[src/rtl/lrupr_pkg.sv]
package lrupr_pkg;

   localparam int DEF_MAX_FRAMES = 8;
   localparam int DEF_PAGE_BITS  = 16;

   // frame count register
   localparam int              CFG_W     = 4;
   localparam logic [CFG_W-1:0] CFG_RESET = 4'd3;

   // last-use stamps, use counter and fault total share this width
   localparam int STAMP_W = 32;

endpackage

[src/rtl/lrupr_frame_store.sv]
module lrupr_frame_store #(
   parameter int MAX_FRAMES = lrupr_pkg::DEF_MAX_FRAMES,
   parameter int PAGE_BITS  = lrupr_pkg::DEF_PAGE_BITS,
   localparam int IDX_W     = (MAX_FRAMES > 1) ? $clog2(MAX_FRAMES) : 1
) (
   input  logic                          clock,
   input  logic [IDX_W-1:0]              rd_addr,
   output logic [PAGE_BITS-1:0]          rd_page,
   output logic [lrupr_pkg::STAMP_W-1:0] rd_stamp,
   input  logic                          wr_en,
   input  logic                          wr_page_en,
   input  logic [IDX_W-1:0]              wr_addr,
   input  logic [PAGE_BITS-1:0]          wr_page,
   input  logic [lrupr_pkg::STAMP_W-1:0] wr_stamp
);

   logic [PAGE_BITS-1:0]          page_mem  [MAX_FRAMES];
   logic [lrupr_pkg::STAMP_W-1:0] stamp_mem [MAX_FRAMES];
   logic [PAGE_BITS-1:0]          rd_page_ff;
   logic [lrupr_pkg::STAMP_W-1:0] rd_stamp_ff;

   always_ff @(posedge clock) begin
      if (wr_en) begin
         if (wr_page_en) begin
            page_mem[wr_addr] <= wr_page;
         end
         stamp_mem[wr_addr] <= wr_stamp;
      end
      rd_page_ff  <= page_mem[rd_addr];
      rd_stamp_ff <= stamp_mem[rd_addr];
   end

   assign rd_page  = rd_page_ff;
   assign rd_stamp = rd_stamp_ff;

endmodule

[src/rtl/lru_page_replacement.sv]
// LRU page replacement: each req_ transaction carries one page reference. The block walks the
// active frames (0 .. n-1, n taken from csr_wr_data, 0 acting as 1 and values above MAX_FRAMES
// acting as MAX_FRAMES) one frame per cycle through the single read port of the frame memory,
// checking for a hit, the first empty frame and the oldest stamp in the same pass. A reference
// then updates the frame in ST_UPDATE and holds its response in ST_RESULT until it is taken; a
// new request is taken the cycle after the response leaves, not before. req_stall is high
// from acceptance until the response is taken. fault_count and the stamp counter saturate at
// all ones, and stamp_overflow stays set from then on until reset.
module lru_page_replacement #(
   parameter int MAX_FRAMES = lrupr_pkg::DEF_MAX_FRAMES,
   parameter int PAGE_BITS  = lrupr_pkg::DEF_PAGE_BITS,
   localparam int IDX_W     = (MAX_FRAMES > 1) ? $clog2(MAX_FRAMES) : 1
) (
   input  logic                          clock,
   input  logic                          reset,
   input  logic                          req_valid,
   output logic                          req_stall,
   input  logic [PAGE_BITS-1:0]          req_page,
   output logic                          rsp_valid,
   input  logic                          rsp_stall,
   output logic                          rsp_hit,
   output logic [IDX_W-1:0]              rsp_frame_index,
   output logic                          rsp_evicted_valid,
   output logic [PAGE_BITS-1:0]          rsp_evicted_page,
   output logic [lrupr_pkg::STAMP_W-1:0] rsp_fault_count,
   output logic                          rsp_stamp_overflow,
   input  logic                          csr_wr_en,
   input  logic [lrupr_pkg::CFG_W-1:0]   csr_wr_data
);

   localparam int CNT_W = $clog2(MAX_FRAMES + 1);
   localparam int SW    = lrupr_pkg::STAMP_W;

   localparam logic [1:0] ST_IDLE   = 2'd0;
   localparam logic [1:0] ST_SCAN   = 2'd1;
   localparam logic [1:0] ST_UPDATE = 2'd2;
   localparam logic [1:0] ST_RESULT = 2'd3;

   logic [1:0]                  state_ff, state_in;
   logic [lrupr_pkg::CFG_W-1:0] frames_ff, frames_in;
   logic [PAGE_BITS-1:0]        page_ff, page_in;
   logic [CNT_W-1:0]            n_ff, n_in;
   logic [CNT_W-1:0]            addr_ff, addr_in;
   logic                        eval_vld_ff, eval_vld_in;
   logic [CNT_W-1:0]            eval_idx_ff, eval_idx_in;
   logic                        hit_found_ff, hit_found_in;
   logic [IDX_W-1:0]            hit_idx_ff, hit_idx_in;
   logic                        empty_found_ff, empty_found_in;
   logic [IDX_W-1:0]            empty_idx_ff, empty_idx_in;
   logic [SW-1:0]               min_stamp_ff, min_stamp_in;
   logic [IDX_W-1:0]            min_idx_ff, min_idx_in;
   logic [PAGE_BITS-1:0]        min_page_ff, min_page_in;
   logic [MAX_FRAMES-1:0]       valid_ff, valid_in;
   logic [SW-1:0]               use_ctr_ff, use_ctr_in;
   logic [SW-1:0]               fault_ff, fault_in;
   logic                        ovf_ff, ovf_in;
   logic                        out_hit_ff, out_hit_in;
   logic [IDX_W-1:0]            out_idx_ff, out_idx_in;
   logic                        out_evict_ff, out_evict_in;
   logic [PAGE_BITS-1:0]        out_evict_page_ff, out_evict_page_in;

   logic [PAGE_BITS-1:0] rd_page;
   logic [SW-1:0]        rd_stamp;
   logic [31:0]          n_wide;
   logic [IDX_W-1:0]     eval_pos;
   logic [IDX_W-1:0]     pos;
   logic [SW-1:0]        new_stamp;
   logic                 wr_en;
   logic                 wr_page_en;

   // clamp the frame count into 1 .. MAX_FRAMES
   always_comb begin
      n_wide = 32'(frames_ff);
      if (n_wide == 32'd0) begin
         n_wide = 32'd1;
      end else if (n_wide > 32'(MAX_FRAMES)) begin
         n_wide = 32'(MAX_FRAMES);
      end
   end

   assign eval_pos  = eval_idx_ff[IDX_W-1:0];
   assign pos       = hit_found_ff ? hit_idx_ff : (empty_found_ff ? empty_idx_ff : min_idx_ff);
   assign new_stamp = (use_ctr_ff != '1) ? use_ctr_ff + 1'b1 : use_ctr_ff;
   assign wr_en      = (state_ff == ST_UPDATE);
   assign wr_page_en = !hit_found_ff;

   lrupr_frame_store #(
      .MAX_FRAMES (MAX_FRAMES),
      .PAGE_BITS  (PAGE_BITS)
   ) u_store (
      .clock      (clock),
      .rd_addr    (addr_ff[IDX_W-1:0]),
      .rd_page    (rd_page),
      .rd_stamp   (rd_stamp),
      .wr_en      (wr_en),
      .wr_page_en (wr_page_en),
      .wr_addr    (pos),
      .wr_page    (page_ff),
      .wr_stamp   (new_stamp)
   );

   always_comb begin
      state_in          = state_ff;
      frames_in         = frames_ff;
      page_in           = page_ff;
      n_in              = n_ff;
      addr_in           = addr_ff;
      eval_vld_in       = eval_vld_ff;
      eval_idx_in       = eval_idx_ff;
      hit_found_in      = hit_found_ff;
      hit_idx_in        = hit_idx_ff;
      empty_found_in    = empty_found_ff;
      empty_idx_in      = empty_idx_ff;
      min_stamp_in      = min_stamp_ff;
      min_idx_in        = min_idx_ff;
      min_page_in       = min_page_ff;
      valid_in          = valid_ff;
      use_ctr_in        = use_ctr_ff;
      fault_in          = fault_ff;
      ovf_in            = ovf_ff;
      out_hit_in        = out_hit_ff;
      out_idx_in        = out_idx_ff;
      out_evict_in      = out_evict_ff;
      out_evict_page_in = out_evict_page_ff;

      if (csr_wr_en) begin
         frames_in = csr_wr_data;
      end

      unique case (state_ff)
         ST_IDLE: begin
            if (req_valid) begin
               page_in        = req_page;
               n_in           = CNT_W'(n_wide);
               addr_in        = '0;
               eval_vld_in    = 1'b0;
               hit_found_in   = 1'b0;
               empty_found_in = 1'b0;
               state_in       = ST_SCAN;
            end
         end
         ST_SCAN: begin
            // read of frame addr_ff is issued now, frame eval_idx_ff is checked now
            eval_vld_in = (addr_ff < n_ff);
            eval_idx_in = addr_ff;
            addr_in     = addr_ff + 1'b1;
            if (eval_vld_ff) begin
               if (!hit_found_ff && valid_ff[eval_pos] && rd_page == page_ff) begin
                  hit_found_in = 1'b1;
                  hit_idx_in   = eval_pos;
               end
               if (!empty_found_ff && !valid_ff[eval_pos]) begin
                  empty_found_in = 1'b1;
                  empty_idx_in   = eval_pos;
               end
               // strict less keeps the lowest index on a tie
               if (eval_idx_ff == '0 || rd_stamp < min_stamp_ff) begin
                  min_stamp_in = rd_stamp;
                  min_idx_in   = eval_pos;
                  min_page_in  = rd_page;
               end
               if (eval_idx_ff == n_ff - 1'b1) begin
                  state_in = ST_UPDATE;
               end
            end
         end
         ST_UPDATE: begin
            use_ctr_in = new_stamp;
            if (new_stamp == '1) begin
               ovf_in = 1'b1;
            end
            if (!hit_found_ff) begin
               valid_in[pos] = 1'b1;
               if (fault_ff != '1) begin
                  fault_in = fault_ff + 1'b1;
               end
            end
            out_hit_in        = hit_found_ff;
            out_idx_in        = pos;
            out_evict_in      = !hit_found_ff && !empty_found_ff;
            out_evict_page_in = (!hit_found_ff && !empty_found_ff) ? min_page_ff : '0;
            state_in          = ST_RESULT;
         end
         ST_RESULT: begin
            if (!rsp_stall) begin
               state_in = ST_IDLE;
            end
         end
         default: begin
            state_in = ST_IDLE;
         end
      endcase
   end

   always_ff @(posedge clock) begin
      if (reset) begin
         state_ff  <= ST_IDLE;
         frames_ff <= lrupr_pkg::CFG_RESET;
         valid_ff  <= '0;
         use_ctr_ff <= '0;
         fault_ff  <= '0;
         ovf_ff    <= 1'b0;
      end else begin
         state_ff  <= state_in;
         frames_ff <= frames_in;
         valid_ff  <= valid_in;
         use_ctr_ff <= use_ctr_in;
         fault_ff  <= fault_in;
         ovf_ff    <= ovf_in;
      end
   end

   always_ff @(posedge clock) begin
      page_ff           <= page_in;
      n_ff              <= n_in;
      addr_ff           <= addr_in;
      eval_vld_ff       <= eval_vld_in;
      eval_idx_ff       <= eval_idx_in;
      hit_found_ff      <= hit_found_in;
      hit_idx_ff        <= hit_idx_in;
      empty_found_ff    <= empty_found_in;
      empty_idx_ff      <= empty_idx_in;
      min_stamp_ff      <= min_stamp_in;
      min_idx_ff        <= min_idx_in;
      min_page_ff       <= min_page_in;
      out_hit_ff        <= out_hit_in;
      out_idx_ff        <= out_idx_in;
      out_evict_ff      <= out_evict_in;
      out_evict_page_ff <= out_evict_page_in;
   end

   assign req_stall          = (state_ff != ST_IDLE);
   assign rsp_valid          = (state_ff == ST_RESULT);
   assign rsp_hit            = out_hit_ff;
   assign rsp_frame_index    = out_idx_ff;
   assign rsp_evicted_valid  = out_evict_ff;
   assign rsp_evicted_page   = out_evict_page_ff;
   assign rsp_fault_count    = fault_ff;
   assign rsp_stamp_overflow = ovf_ff;

endmodule

[config.mk]
export PLATFORM = sky130hd
export DESIGN_NAME = lru_page_replacement
export DESIGN_NICKNAME = d
export VERILOG_FILES = /design/src/rtl/lrupr_pkg.sv /design/src/rtl/lrupr_frame_store.sv /design/src/rtl/lru_page_replacement.sv
export SDC_FILE = /design/constraint.sdc
export NUM_CORES = 1
export LEC_CHECK = 0
export ABC_AREA = 0
export BUFFER_PORTS_ARGS = -buffer_cell sky130_fd_sc_hd__buf_2
export CORE_MARGIN = 8
export CORE_UTILIZATION = 66
export DETAILED_ROUTE_END_ITERATION = 6
export HOLD_SLACK_MARGIN = 0.08
export PLACE_DENSITY = 0.83
export SYNTH_ARGS = -nofsm -noshare
export SYNTH_HDL_FRONTEND = slang
export SYNTH_HIERARCHICAL = 1
export SYNTH_SLANG_ARGS = --single-unit
[constraint.sdc]
create_clock -name clock -period 9.15 [get_ports clock]
set_input_delay 1.83 -clock clock [delete_from_list [all_inputs] [get_ports clock]]
set_output_delay 1.83 -clock clock [all_outputs]
set_load 0.005 [all_outputs]
# Word-level counts from Yosys, hierarchy flattened
# Memory sizes are Yosys's and may differ from the RTL's. A register that Yosys moved wholly into a read port is not among the register bits.
# Index checks and enable logic that the tools add are counted.
classes:
  addsub: 4
  bitwise: 2
  magnitude_cmp: 6
  mux: 28
  eq_ne: 14
  n_mul: 0
  div_mod_pow: 0
  n_shift: 0
  reduce_logical: 26
op_table:
  columns: ["operator", "n"]
  rows:
  - ["$add 32x1->32 const B", 2]
  - ["$ne 32x32->1 const B", 2]
  - ["$eq 32x32->1 const B", 1]
  - ["$lt 32x32->1", 1]
  - ["$mux 32", 1]
  - ["$eq 16x16->1", 1]
  - ["$mux 1", 12]
  - ["$ne 2x2->1 const B", 6]
  - ["$reduce_and 3->1", 4]
  - ["$reduce_and 4->1", 3]
  - ["$logic_not 4->1", 2]
  - ["$lt 3x4->1 const B", 2]
  - ["$mux 2", 4]
  - ["$mux 4", 2]
  - ["$or 8x8->8", 1]
  - ["$pmux 2 s4", 1]
  - ["$pmux 4 s2", 1]
  - ["$reduce_and 2->1", 4]
  - ["$mux 3", 2]
  - ["$pmux 1 s2", 3]
  - ["$logic_and 1x1->1", 5]
  - ["$add 4x1->4 const B", 1]
  - ["$eq 2x2->1 const B", 2]
  - ["$eq 4x4->1", 1]
  - ["13 further kinds", 16]
word_totals:
  mem_count: 2
  ramBits: 384
  rom_bits: 0
  reg_bits: 188
  latchBits: 0
  inputBits: 25
  out_inout_bits: 56
  word_cells: 105
memory_table:
  columns: ["name", "depth", "word_bits", "read_ports", "rd_ports_with_merged_regs", "write_ports", "line", "rtl"]
  rows:
  - ["u_store.stamp_mem", 8, 32, 1, 1, 1, "lrupr_frame_store.sv:18", "logic [lrupr_pkg::STAMP_W-1:0] stamp_mem [MAX_FRAMES];"]
  - ["u_store.page_mem", 8, 16, 1, 1, 1, "lrupr_frame_store.sv:17", "logic [PAGE_BITS-1:0] page_mem [MAX_FRAMES];"]

# Logic depth before layout (Yosys ltp)
depth:
  ltp_word: 7
  mapped_depth: 11
  depth_no_buf: 10

# By module
# The synthesis kept the hierarchy.
by_module_without_submodules:
  columns: ["mod", "area_per_inst_um2", "cells_per_inst", "seq_area_each_um2", "n_inst"]
  rows:
  - ["lrupr_frame_store", 15665.0, 626, 12492.0, 1]
  - ["lru_page_replacement", 9141.3, 883, 4854.7, 1]

# Worst setup path after synthesis
# No wires, ideal clock.
synth_timing:
  path_type: "reg2reg"
  start: "reg min_stamp_ff[25]"
  end: "reg min_idx_ff[0], enable pin"
  slack_ps: 4594
  t_required_ps: 8676
  arrival_time_ps: 4083
  path_buffers: 0
  synth_period_minus_slack_ps: 4556
  stages_incl_launch_ff: 10
  setup_time_ps: 474
  cell_sequence: "edfxtp_1 > inv_1 > ha_1 > a21o_1 > a21o_1 > a21oi_1 > nor2_1 > a2111oi_0 > o211ai_1 > o211ai_1"
synth_via:
  elab_chain_cells: 3
synth_rtl:
  columns: ["item", "line", "rtl"]
  rows:
  - ["start, declared", "lru_page_replacement.sv:50", "logic [SW-1:0] min_stamp_ff, min_stamp_in;"]
  - ["start signal, assigned", "lru_page_replacement.sv:223", "min_stamp_ff <= min_stamp_in;"]
  - ["$lt 32x32->1", "lru_page_replacement.sv:157", "if (eval_idx_ff == '0 || rd_stamp < min_stamp_ff) begin"]
  - ["$logic_or 1x1->1", "lru_page_replacement.sv:157", null]
  - ["$reduce_and 3->1 (no source line)", null, null]
  - ["end signal, assigned", "lru_page_replacement.sv:224", "min_idx_ff <= min_idx_in;"]
  - ["end, declared", "lru_page_replacement.sv:51", "logic [IDX_W-1:0] min_idx_ff, min_idx_in;"]
# Every way passes these cells.
# A chain may end at the register's enable or synchronous reset.

# Worst setup path after layout
layout_timing:
  start: "reg min_stamp_ff[1]"
  end: "reg min_stamp_ff[3], enable pin"
layout_via:
  elab_chain_cells: 3
layout_rtl:
  columns: ["item", "line"]
  rows:
  - ["$lt 32x32->1", "lru_page_replacement.sv:157"]
  - ["$logic_or 1x1->1", "lru_page_replacement.sv:157"]
  - ["$reduce_and 3->1 (no source line)", null]
# Every way passes these cells.

==> metrics.md <==
| Metric | Value |
|---|---|
| Status | finished, final reports clean |
| Post-CTS sizing | 0 |
| Type of the worst setup path | reg2reg |
| Least-Margin Pin Slew | between 1 and 1.5 ns |
| Clock power frac | between 30% and 40% |
| Synth unique cells | between 60 and 70 |
| Placed instance count | 2,024 |
| Final hold violations | 0 |
| RSZ-0062 raised after global routing | false |
| Site row count | 71 |
| Post-Syn Area per Cell | 16.44 sq um |
| Gr ovfl total | 0 |
| Final Skew | about 0.033 ns |
| Critical-path cell list | inv_1 -> ha_1 -> a21o_1 -> a21o_1 -> a21oi_1 -> o21ai_0 -> a221oi_1 -> o211ai_1 -> o211ai_1 -> buf_4 |
| TNS Setup | 0 ns |
| Avg WL per Cell | ~24 um |
| Yosys top cell by area | edfxtp_1 |
| Primary FF master, synth | edfxtp_1 |
| Worst slack at placement | 5.166 ns |
| Setup ws final | between 5 and 6 ns |
| First-pass GRT wire length | 79.12 mm |
| Sequential share of the synthesized area | a little over two thirds |
| Internal Power | 5.904 mW |
| Met1 WL | 20.50 mm |
| Pre-antenna DRT Iters | 6 |
| Via density | about 6.3 |
| Max-cap viol count | 0 |
| Crit-path max FO | 42 |
| Largest net degree at the start of global routing | approximately 80 |
| Non-filler instance count after layout | between 2,000 and 2,500 |
| Number of flops mapped to enable cells by yosys | approximately 490 |
| Initial DRC count | roughly 1,400 |
| Gr usage total | 23.40% |
| Met3 wire length | ~4.1 mm |
| H-tree levels | 2 |
| CP Data Required Time | between 9 and 10 ns |
| Vias in the first global route | about 14,000 |
| Post-CTS setup repair buffer count | 0 |
| Post-Syn Instances | 1,509 |
| Met2 WL post-DR | 25.51 mm |
| Final ANT Viol Nets | 0 |
| Layout net count | 1,677 |
| Core area | between 30,000 and 40,000 sq um |
| Most frequent cells in the layout | edfxtp_1 (493), dfxtp_1 (127), nor2_1 (101), mux4_2 (95), buf_2 (80) |
| Switch Pwr | between 2 and 2.5 mW |
| Final Critical Period | 4.094 ns |
| Fmax achieved | roughly 0.24 GHz |
| DP Wirelength | slightly below 30 mm |
| Pwr Density | ~290 nW/um^2 |
| Critical path endpoint category | flop |
| Slowest CP cell | o211ai_1 |
| Cts hold-fix bufs | 0 |
| Share of layout cells above drive strength 1 | 21.63% |
| Root buf cell | clkbuf_16 |
| Combinational Power Share | between 20% and 30% |
| Max VDD drop | around 0.00019 V |
| Sink Count | slightly above 600 |
| Hold Path Class | reg2reg |
| Max-slew violations | 0 |
| Max layer used | met4 |
| Syn_nets | 1,576 |
| Clk_lat worst skew | 0.63 ns |
| Total die area | ~44,000 sq um |
| Mapped Area | between 20,000 and 25,000 sq um |
| Die Y | between 200 and 250 um |
| # diodes | 0 |
| I/O pin total | 81 |
| DR DRC count | 0 |
| Flop pwr share | 46.5% |
| Leakage | 9.546 nW |
| Initial Util | 66.49% |
| Final period util | 44.74% |
| Reg clk slew, reported paths | approximately 0.060 ns |
| Number of buffers created by CTS | 58 |
| Final Setup Violations | 0 |
| CTS tree | yes |
| Fin util | between 70% and 80% |
| Bufs on Longest Clock Path | 3 |
| Initial antenna violation count | 0 |
| Routed vias | 13,440 |
| P&R area growth vs syn | 11.64% |
| Sw Share | ~28% |
| Commonest non-fill, non-tap cell in the layout | edfxtp_1 |
| #FFs+latches synth | 620 |
| Startpoint Class | flop |
| Async SR Flop Fraction | 0% |
| DRT Wirelength | 51.51 mm |
| Port Buffers | 80 |
| Synth top area share | 59.68% |
| CP arrival | approximately 4.3 ns |
| Placer Congestion | 0.8666 |
| Yosys warnings | 6 |
| DIE WIDTH | about 210 um |
| CP max stage delay | 0.87 ns |
| Relative slew margins | approximately 16% |
| Filler Cells Inserted | 2,039 |
| Largest cells by area after synthesis | edfxtp_1 (60%), dfxtp_1 (10%), mux4_2 (8.6%) |
==> cells in the mapped netlist, types with 25 or more instances <==
cell type,number
edfxtp_1,493
dfxtp_1,127
nor2_1,107
mux4_2,95
xnor2_1,67
nand2_1,61
inv_1,60
nand3_1,44
ha_1,42
a21oi_1,40
mux2_4,40
o21ai_0,34
clkbuf_1,31
xor2_1,29
buf_2,25
nor3_1,25
or3_1,25
==> routing by layer <==
metal | global-route usage, % | vias up
met5 | 0 | -
met4 | 8.068 | 0
met3 | 4.192 | 99
met2 | 38.79 | 676
met1 | 31.22 | 6737
li1 | - | 5928
==> worst max-delay path: cells and delay by family (launching register included) <==
| kind | cells | cell delay [ns] |
|---|---|---|
| flip-flops | 1 | 0.36 |
| adder cells (fa/ha/maj) | 1 | 0.23 |
| AO/OA/AOI/OAI | 7 | 2.35 |
| buffers and inverters | 2 | 0.76 |
==> area by class of cell <==
type,instances,area (sq um),share of cell area (%)
inverter,60,225.2,0.8133
tap,474,593.1,2.142
sequential,620,17350,62.64
clock buffer,82,1592,5.747
timing repair buffer,104,580.6,2.096
clock inverter,28,397.9,1.437
multi-input combinational,766,6958,25.13
==> logic make-up after synthesis <==
logic type / after synthesis / synth area share (%)
flip-flops: 620 / 69.93
AND/OR/NAND/NOR: 357 / 7.198
multiplexers: 159 / 12.27
buffers and inverters: 123 / 2.345
AO/OA/AOI/OAI: 112 / 2.754
XOR/XNOR: 96 / 3.389
adder cells (fa/ha/maj): 42 / 2.118
==> flip-flops by register name, indices dropped and copies added, names as in the netlist, 8 cells and up <==
name	cells
u_store/rd_stamp	32
rsp_evicted_page	16
u_store/rd_page	16
page_ff	16
min_page_ff	16
use_ctr_ff	32
u_store/stamp_mem	256
valid_ff	8
rsp_fault_count	32
min_stamp_ff	32
u_store/page_mem	128
==> power by group through the flow <==
stage | registers (mW) | logic, mW | clock network, mW
after detailed placement | 3.84 | 1.86 | 0
final | 3.80 | 1.89 | 2.48
after CTS | 3.80 | 1.91 | 2.51
after floorplan | 3.74 | 1.46 | 0
after global placement | 3.81 | 1.80 | 0
after global routing | 3.83 | 2.03 | 2.61
==> worst paths after layout <==
kind	start	endpoint	slack, ns	depth (start not counted)
worst max-delay path	min_stamp_ff[1]	min_stamp_ff[3]	5.06	10
worst min-delay path	u_store/rd_stamp[0]	min_stamp_ff[0]	0.42	0
worst max register to register	min_stamp_ff[1]	min_stamp_ff[3]	5.06	10
worst min register to register	u_store/rd_stamp[0]	min_stamp_ff[0]	0.42	0
==> through the flow <==
stage	instance area (sq um)	hold WS, ns	total power [mW]
2_1_floorplan	24810	0.3995	5.205
3_3_place_gp	25700	0.4071	5.610
3_5_place_dp	25700	0.4128	5.698
4_1_cts	27690	0.4237	8.213
5_1_grt	27690	0.4407	8.474
6_report	27690	0.4234	8.167
(Power assumes the default switching activity.)
